**src/rtl/mexp_pkg.sv**
```systemverilog
// ----------------------------------------------------------------------------
// mexp_pkg
// Shared constants and types for the modular exponentiation block.
// ----------------------------------------------------------------------------
`default_nettype none

package mexp_pkg;

    localparam int OPERAND_BITS = 32;                 // operand field width
    localparam int VAL_BITS     = OPERAND_BITS - 1;   // magnitude of a valid operand
    localparam int RES_BITS     = 31;                 // power_mod field width
    localparam int CNT_BITS     = $clog2(VAL_BITS);   // multiplier bit counter

    localparam logic [CNT_BITS-1:0] CNT_LAST = CNT_BITS'(VAL_BITS - 1);

    typedef logic [VAL_BITS-1:0] t_val;

    // One modular multiplication request: prod = (a * b) mod n, a <= n
    typedef struct packed {
        logic start;
        t_val a;
        t_val b;
        t_val n;
    } t_mul_req;

endpackage

`default_nettype wire

```
**src/rtl/mexp_if.sv**
```systemverilog
// ----------------------------------------------------------------------------
// mexp_if
// Valid/ready channels of the modular exponentiation block.
// ----------------------------------------------------------------------------
`default_nettype none

interface mexp_in_if;
    logic                                      valid;
    logic                                      ready;
    logic signed [mexp_pkg::OPERAND_BITS-1:0] base;
    logic signed [mexp_pkg::OPERAND_BITS-1:0] exponent;
    logic signed [mexp_pkg::OPERAND_BITS-1:0] modulus;

    modport source (output valid, output base, output exponent, output modulus,
                    input ready);
    modport sink   (input valid, input base, input exponent, input modulus,
                    output ready);
endinterface

interface mexp_out_if;
    logic                              valid;
    logic                              ready;
    logic [mexp_pkg::RES_BITS-1:0]     power_mod;
    logic                              bad_operand;

    modport source (output valid, output power_mod, output bad_operand, input ready);
    modport sink   (input valid, input power_mod, input bad_operand, output ready);
endinterface

`default_nettype wire

```
**src/rtl/mexp_modmul.sv**
```systemverilog
// ----------------------------------------------------------------------------
// mexp_modmul
// Bit-serial modular multiplier: one bit of b per cycle, MSB first,
// r <- (2r + b_i*a) mod n with a two-level conditional subtract.
// ----------------------------------------------------------------------------
`default_nettype none

module mexp_modmul (
    input  wire logic               i_clk,
    input  wire logic               i_rst_n,
    input  wire mexp_pkg::t_mul_req i_req,
    output logic                    o_done,
    output mexp_pkg::t_val          o_prod
);
    import mexp_pkg::*;

    logic                r_busy;
    logic                r_done;
    logic [CNT_BITS-1:0] r_cnt;
    t_val                r_a;
    t_val                r_b;
    t_val                r_n;
    t_val                r_r;

    logic [VAL_BITS+1:0] w_t;
    logic [VAL_BITS+1:0] w_n1;
    logic [VAL_BITS+1:0] w_n2;
    t_val                n_r;

    // 2r + a < 3n, so at most 2n comes off
    always_comb begin
        w_n1 = {2'b00, r_n};
        w_n2 = {1'b0, r_n, 1'b0};
        w_t  = {1'b0, r_r, 1'b0} + (r_b[VAL_BITS-1] ? {2'b00, r_a} : '0);
        if (w_t >= w_n2) begin
            n_r = VAL_BITS'(w_t - w_n2);
        end else if (w_t >= w_n1) begin
            n_r = VAL_BITS'(w_t - w_n1);
        end else begin
            n_r = VAL_BITS'(w_t);
        end
    end

    always_ff @(posedge i_clk) begin
        if (!i_rst_n) begin
            r_busy <= 1'b0;
            r_done <= 1'b0;
        end else begin
            r_done <= 1'b0;
            if (i_req.start) begin
                r_busy <= 1'b1;
                r_cnt  <= CNT_LAST;
                r_a    <= i_req.a;
                r_b    <= i_req.b;
                r_n    <= i_req.n;
                r_r    <= '0;
            end else if (r_busy) begin
                r_r <= n_r;
                r_b <= {r_b[VAL_BITS-2:0], 1'b0};
                r_cnt <= r_cnt - 1'b1;
                if (r_cnt == '0) begin
                    r_busy <= 1'b0;
                    r_done <= 1'b1;
                end
            end
        end
    end

    assign o_done = r_done;
    assign o_prod = r_r;

    a_no_restart: assert property (@(posedge i_clk) disable iff (!i_rst_n)
        i_req.start |-> !r_busy)
        else $error("multiply started while busy");

    a_prod_reduced: assert property (@(posedge i_clk) disable iff (!i_rst_n)
        r_done |-> (r_r < r_n))
        else $error("product not reduced below modulus");

    a_done_pulse: assert property (@(posedge i_clk) disable iff (!i_rst_n)
        r_done |=> !r_done)
        else $error("done held longer than one cycle");

endmodule

`default_nettype wire

```
**src/rtl/modular_exponentiation.sv**
```systemverilog
// ----------------------------------------------------------------------------
// modular_exponentiation
// base^exponent mod modulus by right-to-left square and multiply on one
// shared bit-serial modular multiplier. Invalid operands give 0 and a flag.
//
//   channel  dir  words                                  handshake
//   i_in     in   base, exponent, modulus (32b signed)   valid/ready
//   o_out    out  power_mod (31b), bad_operand (1b)      valid/ready
//
// The multiplier is bit-serial, one multiplier bit per cycle. An item costs
// 2 multiplications of setup, then per exponent bit up to the MSB a test,
// a multiply where the bit is set and a squaring, then a final test and the
// output load. Invalid operands go straight from input to the output load.
// Input is taken again once the result sits in the output register, even
// if the sink stalls it there.
// Reset is synchronous, active low; no clearing pass.
// ----------------------------------------------------------------------------
`default_nettype none

module modular_exponentiation (
    input  wire logic  i_clk,
    input  wire logic  i_rst_n,
    mexp_in_if.sink    i_in,
    mexp_out_if.source o_out
);
    import mexp_pkg::*;

    typedef enum logic [2:0] {
        S_IDLE,
        S_ACC0,
        S_SQ0,
        S_TEST,
        S_MACC,
        S_MSQ,
        S_FINISH
    } t_state;

    t_state              r_state;
    t_mul_req            r_req;
    t_val                r_b;
    t_val                r_n;
    t_val                r_e;
    t_val                r_acc;
    t_val                r_sq;
    logic [RES_BITS-1:0] r_res;
    logic                r_bad;
    logic                r_out_valid;
    logic [RES_BITS-1:0] r_out_pm;
    logic                r_out_bad;

    logic                w_done;
    t_val                w_prod;
    logic                w_bad;
    logic                w_in_acc;
    t_val                w_one;

    assign w_one = VAL_BITS'(1);

    assign w_bad = i_in.base[OPERAND_BITS-1] || (i_in.base == '0) ||
                   i_in.exponent[OPERAND_BITS-1] ||
                   i_in.modulus[OPERAND_BITS-1] || (i_in.modulus == '0);

    assign i_in.ready = (r_state == S_IDLE);
    assign w_in_acc   = i_in.valid && (r_state == S_IDLE);

    mexp_modmul u_mul (
        .i_clk   (i_clk),
        .i_rst_n (i_rst_n),
        .i_req   (r_req),
        .o_done  (w_done),
        .o_prod  (w_prod)
    );

    always_ff @(posedge i_clk) begin
        if (!i_rst_n) begin
            r_state     <= S_IDLE;
            r_req.start <= 1'b0;
            r_out_valid <= 1'b0;
        end else begin
            r_req.start <= 1'b0;
            if (r_out_valid && o_out.ready) begin
                r_out_valid <= 1'b0;
            end
            unique case (r_state)
                S_IDLE: begin
                    if (w_in_acc) begin
                        if (w_bad) begin
                            r_res   <= '0;
                            r_bad   <= 1'b1;
                            r_state <= S_FINISH;
                        end else begin
                            r_b         <= i_in.base[VAL_BITS-1:0];
                            r_n         <= i_in.modulus[VAL_BITS-1:0];
                            r_e         <= i_in.exponent[VAL_BITS-1:0];
                            // acc = 1 mod n
                            r_req.start <= 1'b1;
                            r_req.a     <= w_one;
                            r_req.b     <= w_one;
                            r_req.n     <= i_in.modulus[VAL_BITS-1:0];
                            r_state     <= S_ACC0;
                        end
                    end
                end
                S_ACC0: begin
                    if (w_done) begin
                        // sq = b mod n, as 1 * b reduced bit by bit
                        r_acc       <= w_prod;
                        r_req.start <= 1'b1;
                        r_req.a     <= w_one;
                        r_req.b     <= r_b;
                        r_req.n     <= r_n;
                        r_state     <= S_SQ0;
                    end
                end
                S_SQ0: begin
                    if (w_done) begin
                        r_sq    <= w_prod;
                        r_state <= S_TEST;
                    end
                end
                S_TEST: begin
                    if (r_e == '0) begin
                        r_res   <= RES_BITS'(r_acc);
                        r_bad   <= 1'b0;
                        r_state <= S_FINISH;
                    end else if (r_e[0]) begin
                        r_req.start <= 1'b1;
                        r_req.a     <= r_acc;
                        r_req.b     <= r_sq;
                        r_req.n     <= r_n;
                        r_state     <= S_MACC;
                    end else begin
                        r_req.start <= 1'b1;
                        r_req.a     <= r_sq;
                        r_req.b     <= r_sq;
                        r_req.n     <= r_n;
                        r_state     <= S_MSQ;
                    end
                end
                S_MACC: begin
                    if (w_done) begin
                        r_acc       <= w_prod;
                        r_req.start <= 1'b1;
                        r_req.a     <= r_sq;
                        r_req.b     <= r_sq;
                        r_req.n     <= r_n;
                        r_state     <= S_MSQ;
                    end
                end
                S_MSQ: begin
                    if (w_done) begin
                        r_sq    <= w_prod;
                        r_e     <= {1'b0, r_e[VAL_BITS-1:1]};
                        r_state <= S_TEST;
                    end
                end
                S_FINISH: begin
                    // output register free or emptied this cycle
                    if (!r_out_valid || o_out.ready) begin
                        r_out_valid <= 1'b1;
                        r_out_pm    <= r_res;
                        r_out_bad   <= r_bad;
                        r_state     <= S_IDLE;
                    end
                end
                default: begin
                    r_state <= S_IDLE;
                end
            endcase
        end
    end

    assign o_out.valid       = r_out_valid;
    assign o_out.power_mod   = r_out_pm;
    assign o_out.bad_operand = r_out_bad;

    a_bad_zero: assert property (@(posedge i_clk) disable iff (!i_rst_n)
        (r_out_valid && r_out_bad) |-> (r_out_pm == '0))
        else $error("invalid operands gave a nonzero word");

    a_result_reduced: assert property (@(posedge i_clk) disable iff (!i_rst_n)
        (r_state == S_TEST) |-> ((r_acc < r_n) && (r_sq < r_n)))
        else $error("accumulator or square not below modulus");

    a_mul_only_busy: assert property (@(posedge i_clk) disable iff (!i_rst_n)
        w_done |-> (r_state == S_ACC0 || r_state == S_SQ0 ||
                    r_state == S_MACC || r_state == S_MSQ))
        else $error("multiplier finished outside a multiply state");

endmodule

`default_nettype wire

```
**src/flat_wrapper.sv**
```systemverilog
// flat-port wrapper written by rule: the top's interface ports become plain ports
module modular_exponentiation_flat import mexp_pkg::*;
  (i_clk, i_rst_n, i_in_valid, i_in_base, i_in_exponent, i_in_modulus, i_in_ready, o_out_valid, o_out_power_mod, o_out_bad_operand, o_out_ready);
  mexp_in_if i_in_i ();
  mexp_out_if o_out_i ();
  input  wire logic i_clk;
  input  wire logic i_rst_n;
  input wire logic [$bits(i_in_i.valid)-1:0] i_in_valid;
  input wire logic [$bits(i_in_i.base)-1:0] i_in_base;
  input wire logic [$bits(i_in_i.exponent)-1:0] i_in_exponent;
  input wire logic [$bits(i_in_i.modulus)-1:0] i_in_modulus;
  output wire logic [$bits(i_in_i.ready)-1:0] i_in_ready;
  output wire logic [$bits(o_out_i.valid)-1:0] o_out_valid;
  output wire logic [$bits(o_out_i.power_mod)-1:0] o_out_power_mod;
  output wire logic [$bits(o_out_i.bad_operand)-1:0] o_out_bad_operand;
  input wire logic [$bits(o_out_i.ready)-1:0] o_out_ready;
  assign i_in_i.valid = i_in_valid;
  assign i_in_i.base = i_in_base;
  assign i_in_i.exponent = i_in_exponent;
  assign i_in_i.modulus = i_in_modulus;
  assign i_in_ready = i_in_i.ready;
  assign o_out_valid = o_out_i.valid;
  assign o_out_power_mod = o_out_i.power_mod;
  assign o_out_bad_operand = o_out_i.bad_operand;
  assign o_out_i.ready = o_out_ready;
  modular_exponentiation u_core (.i_clk(i_clk), .i_rst_n(i_rst_n), .i_in(i_in_i), .o_out(o_out_i));
endmodule
```
**config.mk**
```make
export PLATFORM = sky130hd
export DESIGN_NAME = modular_exponentiation_flat
export DESIGN_NICKNAME = d
export VERILOG_FILES = /design/src/rtl/mexp_pkg.sv /design/src/rtl/mexp_if.sv /design/src/rtl/mexp_modmul.sv /design/src/rtl/modular_exponentiation.sv /design/src/flat_wrapper.sv
export SDC_FILE = /design/constraint.sdc
export NUM_CORES = 1
export LEC_CHECK = 0
export BUFFER_PORTS_ARGS = -buffer_cell sky130_fd_sc_hd__buf_2
export CORE_MARGIN = 2
export CORE_UTILIZATION = 42
export CTS_CLUSTER_DIAMETER = 120
export CTS_CLUSTER_SIZE = 16
export DETAILED_ROUTE_END_ITERATION = 6
export REMOVE_ABC_BUFFERS = 1
export SLEW_MARGIN = 20
export SYNTH_ARGS = -nofsm -noshare
export SYNTH_HDL_FRONTEND = slang
export SYNTH_SLANG_ARGS = --single-unit
```
**constraint.sdc**
```tcl
create_clock -name i_clk -period 9.25 [get_ports i_clk]
set_input_delay 0.4625 -clock i_clk [delete_from_list [all_inputs] [get_ports i_clk]]
set_output_delay 0.4625 -clock i_clk [all_outputs]
set_load 0.02 [all_outputs]
```
Word level (Yosys, flattened, before mapping)

Cells that the tools add are included.

Add/subtract/negate cells: 4
Multipliers: 0
Divide/modulo/power cells: 0
Order comparisons: 2
Equality and inequality tests: 16
Shifts and indexed selects: 0
Multiplexer cells: 42
Bitwise gates (word level): 3
Reduce and logical (&&, ||, !) cells: 30

Operators with widths:

| cell                 | number |
|---|---|
| $mux W94             | 5 |
| $pmux W94 S4         | 1 |
| $mux W31             | 12 |
| $pmux W31 S2         | 2 |
| $mux W93             | 1 |
| $logic_not A32 Y1    | 2 |
| $sub A31 B31 Y31     | 2 |
| $add A32 B31 Y33     | 1 |
| $ge A33 B31 Y1       | 1 |
| $ge A33 B32 Y1       | 1 |
| $logic_not A31 Y1    | 1 |
| $mux W3              | 7 |
| $pmux W3 S6          | 1 |
| $reduce_and A5 Y1    | 3 |
| $mux W1              | 11 |
| $ne A2 B1 Y1 const B | 5 |
| $ne A2 B2 Y1 const B | 5 |
| $eq A3 B3 Y1 const B | 3 |
| $reduce_and A3 Y1    | 3 |
| $reduce_and A7 Y1    | 1 |
| $eq A3 B2 Y1 const B | 2 |
| $reduce_bool A2 Y1   | 3 |
| $logic_not A5 Y1     | 1 |
| $logic_or A1 B1 Y1   | 5 |
| other kinds (13)     | 18 |

Flip-flop bits (word level): 448
Latch bits: 0
RAM bits: 0
Memory bits (read-only): 0
Input bits: 100
Logic and storage cells: 119
Memories kept: 0

Depth between registers and ports, before layout

Word-level depth: 8
Depth in mapped cells: 25
Gate-level depth less buffers: 21

Cells and area by module

A second synthesis with hierarchy kept.

Cell total of the unflattened synthesis: 1640
Area, all modules: 21876.0 sq um

By module, submodules not included:

| module                 | times used | cells an instance | area each (sq um) |
|---|---|---|---|
| modular_exponentiation | 1          | 597               | 11544.8 |
| mexp_modmul            | 1          | 1043              | 10331.2 |

Worst setup path after synthesis

Ideal clock, no wire load.

Kind: input -> register
From: input i_in_base[11]
To: register u_core.r_req[0] (netlist name) (enable)
Arrival time: 5893 ps
Data required time: 8675 ps
Path slack: 2781 ps
Cell stages on the path: 7
Buffers on the path: 0
Cell sequence: nor4_1 and4_1 nand4_1 o21ai_0 nor4_1 inv_1 a21oi_1

Word-level cells in the longest chain between the ends: 7

RTL lines:

| element                         | line                         | RTL |
|---|---|---|
| start: declaration              | flat_wrapper.sv:9            | `input wire logic [$bits(i_in_i.base)-1:0] i_in_base;` |
| $logic_not A32 Y1               | modular_exponentiation.sv:59 | `assign w_bad = i_in.base[OPERAND_BITS-1] \|\| (i_in.base == '0) \|\|` |
| $logic_or A1 B1 Y1 (2 in a row) | modular_exponentiation.sv:59 |  |
| $logic_or A1 B1 Y1              | modular_exponentiation.sv:60 | `i_in.exponent[OPERAND_BITS-1] \|\|` |
| $logic_or A1 B1 Y1              | modular_exponentiation.sv:61 | `i_in.modulus[OPERAND_BITS-1] \|\| (i_in.modulus == '0);` |
| $ne A2 B2 Y1 (no line)          | n/a                          |  |
| $reduce_and A7 Y1 (no line)     | n/a                          |  |
| end: declaration                | modular_exponentiation.sv:39 | `t_mul_req r_req;` |

Every way passes these cells.
A chain may end at the register's enable or synchronous reset.

Worst setup path after layout

From: register u_core.u_mul.r_b[30]
To: register u_core.u_mul.r_r[23], in the netlist u_core.u_mul.o_prod[23], data pin

Word-level cells in the longest chain between the ends: 6
Elaborated cells on any way between the ends: 9

RTL lines:

| element                                                   | line                                 | RTL |
|---|---|---|
| start: declaration                                        | mexp_modmul.sv:21                    | `t_val r_b;` |
| start signal: assignment                                  | mexp_modmul.sv:54                    | `r_b <= i_req.b;` |
| start signal: assignment                                  | mexp_modmul.sv:59                    | `r_b <= {r_b[VAL_BITS-2:0], 1'b0};` |
| $mux W31 *                                                | mexp_modmul.sv:34                    | `w_t = {1'b0, r_r, 1'b0} + (r_b[VAL_BITS-1] ? {2'b00, r_a} : '0);` |
| $add A32 B31 Y33 *                                        | mexp_modmul.sv:34                    |  |
| $sub A31 B31 Y31 / $ge A33 B31 Y1 (equally long branches) | mexp_modmul.sv:38, mexp_modmul.sv:37 |  |
| $mux W31                                                  | mexp_modmul.sv:37                    | `end else if (w_t >= w_n1) begin` |
| $mux W31 *                                                | mexp_modmul.sv:35                    | `if (w_t >= w_n2) begin` |
| $mux W31 *                                                | mexp_modmul.sv:57                    | `end else if (r_busy) begin` |
| end signal: assignment                                    | mexp_modmul.sv:58                    | `r_r <= n_r;` |
| end: declaration                                          | mexp_modmul.sv:23                    | `t_val r_r;` |

Mark *: on every way between the ends. The rest lies on a longest branch, timed or not. The select of a mux whose other input is x is not followed.

==> run metrics <==
CORE AREA about 0.050 sq mm; Area contributors post-synth edfxtp_1 (62%), ha_1 (5.4%), a22o_1 (3.7%); cts-stage hold buffer count 0; Final Hold Viols 0; Post-Route WL between 40000 and 50000 um; root buf cell clkbuf_16; Die Ht 230 um; min Tclk post-route 6430 ps; setup repair bufs after CTS 0; Power Density ~280 mW/mm^2; die width 230 um; number of synthesized register bits between 400 and 500; PortBufs 133; fillcell total ~4500; IO Pins between 100 and 150; CTS tree built; Initial DRT Pass Iterations 5; actual slew at the worst max-slew pin between 1000 and 1500 ps; Max Cap Violations 0; Seq/Total Area, Yosys 0.622; final global-route overflow total 0; final setup skew roughly 14 ps; outcome finished, final reports clean; Hold Path Class in -> reg; antenna violations before repair 1; # rows 82; setup TNS 0 ps; DR WL/cell 19.7 um; maximum clock rate roughly 160 MHz; Num CTS Buffers 31; GRT Util Overall 0.179; HPWL Detailed 34600 um; Setup violations, final 0; register area 0.0134 sq mm; Yosys top cell area share 0.615; H-tree Lvls 1; vias in the first global route 13178; first-pass GRT wire length 75400 um; layout cells sized above 1 0.160; Initial Util 0.427; EDFF count, synth 441; Most used DFF post-synth edfxtp_1; depth of the most critical reg-to-reg path 21; Required @ worst endpoint between 9000 and 10000 ps; Avg Inst Size Synth 13.4 sq um; Worst setup SP type flop; Largest Register u_core.r_req; area growth from synthesis to layout 10.7%; Post-synth ARST share 0; P_leak about 8.8 nW; Skew-Pair Late Insertion Delay 580 ps; Yosys cell types 77; post-CTS sizing 0; area leader, netlist edfxtp_1; multi-input logic area 0.00769 sq mm; Max IR drop VDD 0.169 mV; Final period util 0.695; largest net degree at the start of global routing 67; max FFs per register 94; CP Capture Point u_core.u_mul.o_prod[23]$_SDFFCE_PP0P_; Reg-to-Reg Start u_core.u_mul.r_b[30]$_DFFE_PP_; Worst R2R End u_core.u_mul.o_prod[23]$_SDFFCE_PP0P_; cells after synthesis about 1600; max-slew violations 0; R2R Setup Slk 2820 ps; Iter 0 DRT Violations 846; CP Capture Type flop; post-route ant nets 0; fin nets between 1500 and 2000; fin area 0.0238 sq mm; DRC Markers 0; synthesized area 0.0215 sq mm; clock buffer depth 3; Post-DP Area between 0.02 and 0.025 sq mm; Rel. slew slack 0.327; crit path from u_core.u_mul.r_b[30]$_DFFE_PP_; CP Max Fanout 31; crit path DAT around 6700 ps; vias 13273; full die area ~0.053 sq mm; RSZ-0062 raised after global routing false; RD Place Congestion approximately 0.9; Reg clk slew, reported paths roughly 70 ps; Vias/cell 5.49; Worst Setup Path Type reg -> reg; Synth warnings 0; # clock sinks 448
-- cells in the mapped netlist (all sizes together), types with 23 or more instances --
cell type	number
edfxtp	441
nand2	96
ha	93
a22o	91
a21oi	90
inv	64
mux2	60
nor2	57
clkbuf	50
a21o	48
o21ai	48
and3	47
xnor2	43
and2	41
xor2	27
nand3	25
nor3	25
a211oi	23
nor4	23
o211ai	23
-- power by group --
part | leakage (nW) | switching, W | internal, W
clock network | 0.397 | 0.000638 | 0.000610
logic | 4.34 | 0.00170 | 0.00108
registers | 4.09 | 0.000101 | 0.00259
total | 8.83 | 0.00244 | 0.00428
-- cell families after synthesis --
group,after synthesis,share of synthesized area
DFF,448,0.622
AOI/OAI and AO/OA,416,0.140
adders and majority gates,96,0.0568
buffers and inverters,125,0.0232
muxes,68,0.0351
and+or+nand+nor,386,0.0943
xor gates and xnor gates,70,0.0285
-- layout make-up --
type | count | share of cell area
sequential | 448 | 0.562
multi-input combinational | 1036 | 0.323
tap | 672 | 0.0353
timing repair buffer | 153 | 0.0351
clock buffer | 44 | 0.0346
inverter | 64 | 0.0101
antenna | 1 | 0.000105
-- metrics by stage --
step                      setup WS, ps  utilization  total power, W  instances  hold WS (ps)
after floorplan                   2670            -         0.00475       1548           400
after global placement            2910        0.456         0.00545       2372           401
after detailed placement          2790        0.456         0.00548       2373           405
after CTS                         2770        0.473         0.00674       2417          41.6
after global routing              2110        0.473         0.00717       2418          48.0
final                             2820        0.473         0.00672       2418          81.7
-- metal layers --
metal  vias up  wire (um)  global-route usage
li1       6475          -                   -
met1      6476      23800               0.272
met5         -          0                   0
met3        44       1730              0.0158
met4         0        682              0.0347
met2       278      21500               0.283
-- critical path, stage by stage (launching register included) --
cell      delay [ps]
edfxtp_1         700
and2_1           280
ha_1             220
fa_1             420
a21oi_1          240
o211a_1          210
o211a_1          230
nor3_2            90
nor3_1           330
o31ai_1          150
a21o_1           200
xnor2_1          330
ha_1             340
and2_1           170
a22oi_1          210
nand2b_1         110
a21oi_1          210
o21ai_0          110
a21oi_1          230
nand3_1          740
a311oi_1         500
a211oi_1         100
-- worst min path at each step --
| stage | from | endpoint | slack (ps) | depth (start not counted) |
|---|---|---|---|---|
| 2_1_floorplan | u_core.r_bad$_DFFE_PP_ | u_core.o_out.bad_operand$_DFFE_PP_ | 400 | 0 |
| 3_3_place_gp | u_core.r_req[26]$_DFFE_PP_ | u_core.u_mul.r_n[26]$_DFFE_PP_ | 400 | 0 |
| 3_5_place_dp | u_core.r_res[15]$_SDFFCE_PN0P_ | u_core.o_out.power_mod[15]$_DFFE_PP_ | 400 | 0 |
| 4_1_cts | i_in_base[3] | u_core.r_b[3]$_DFFE_PP_ | 40 | 1 |
| 5_1_grt | i_in_base[25] | u_core.r_b[25]$_DFFE_PP_ | 50 | 1 |
| 6_report | i_in_base[14] | u_core.r_b[14]$_DFFE_PP_ | 80 | 1 |
-- layout by cell type, fill, tap and decap left out, types with 6 or more instances in the layout --
master	synthesis	routed
a211oi_1	20	20
a21boi_0	7	7
a21o_1	47	47
a21oi_1	89	87
a22o_1	91	91
a31oi_1	6	6
and2_1	41	39
and3_1	47	47
and4_1	8	8
buf_2	6	133
buf_4	4	19
clkbuf_1	50	13
clkbuf_16	0	31
dfxtp_1	7	6
edfxtp_1	441	441
ha_1	93	93
inv_1	64	64
mux2_2	60	60
mux2i_1	8	8
nand2_1	96	96
nand2b_1	15	15
nand3_1	25	25
nand4_1	10	10
nor2_1	57	55
nor2b_1	11	11
nor3_1	23	22
nor4_1	23	23
o211ai_1	22	22
o21a_1	12	11
o21ai_0	43	42
o21bai_1	10	10
or2_2	9	9
xnor2_1	43	43
xor2_1	27	27
Note: power is estimated with default switching activity, not from simulation.
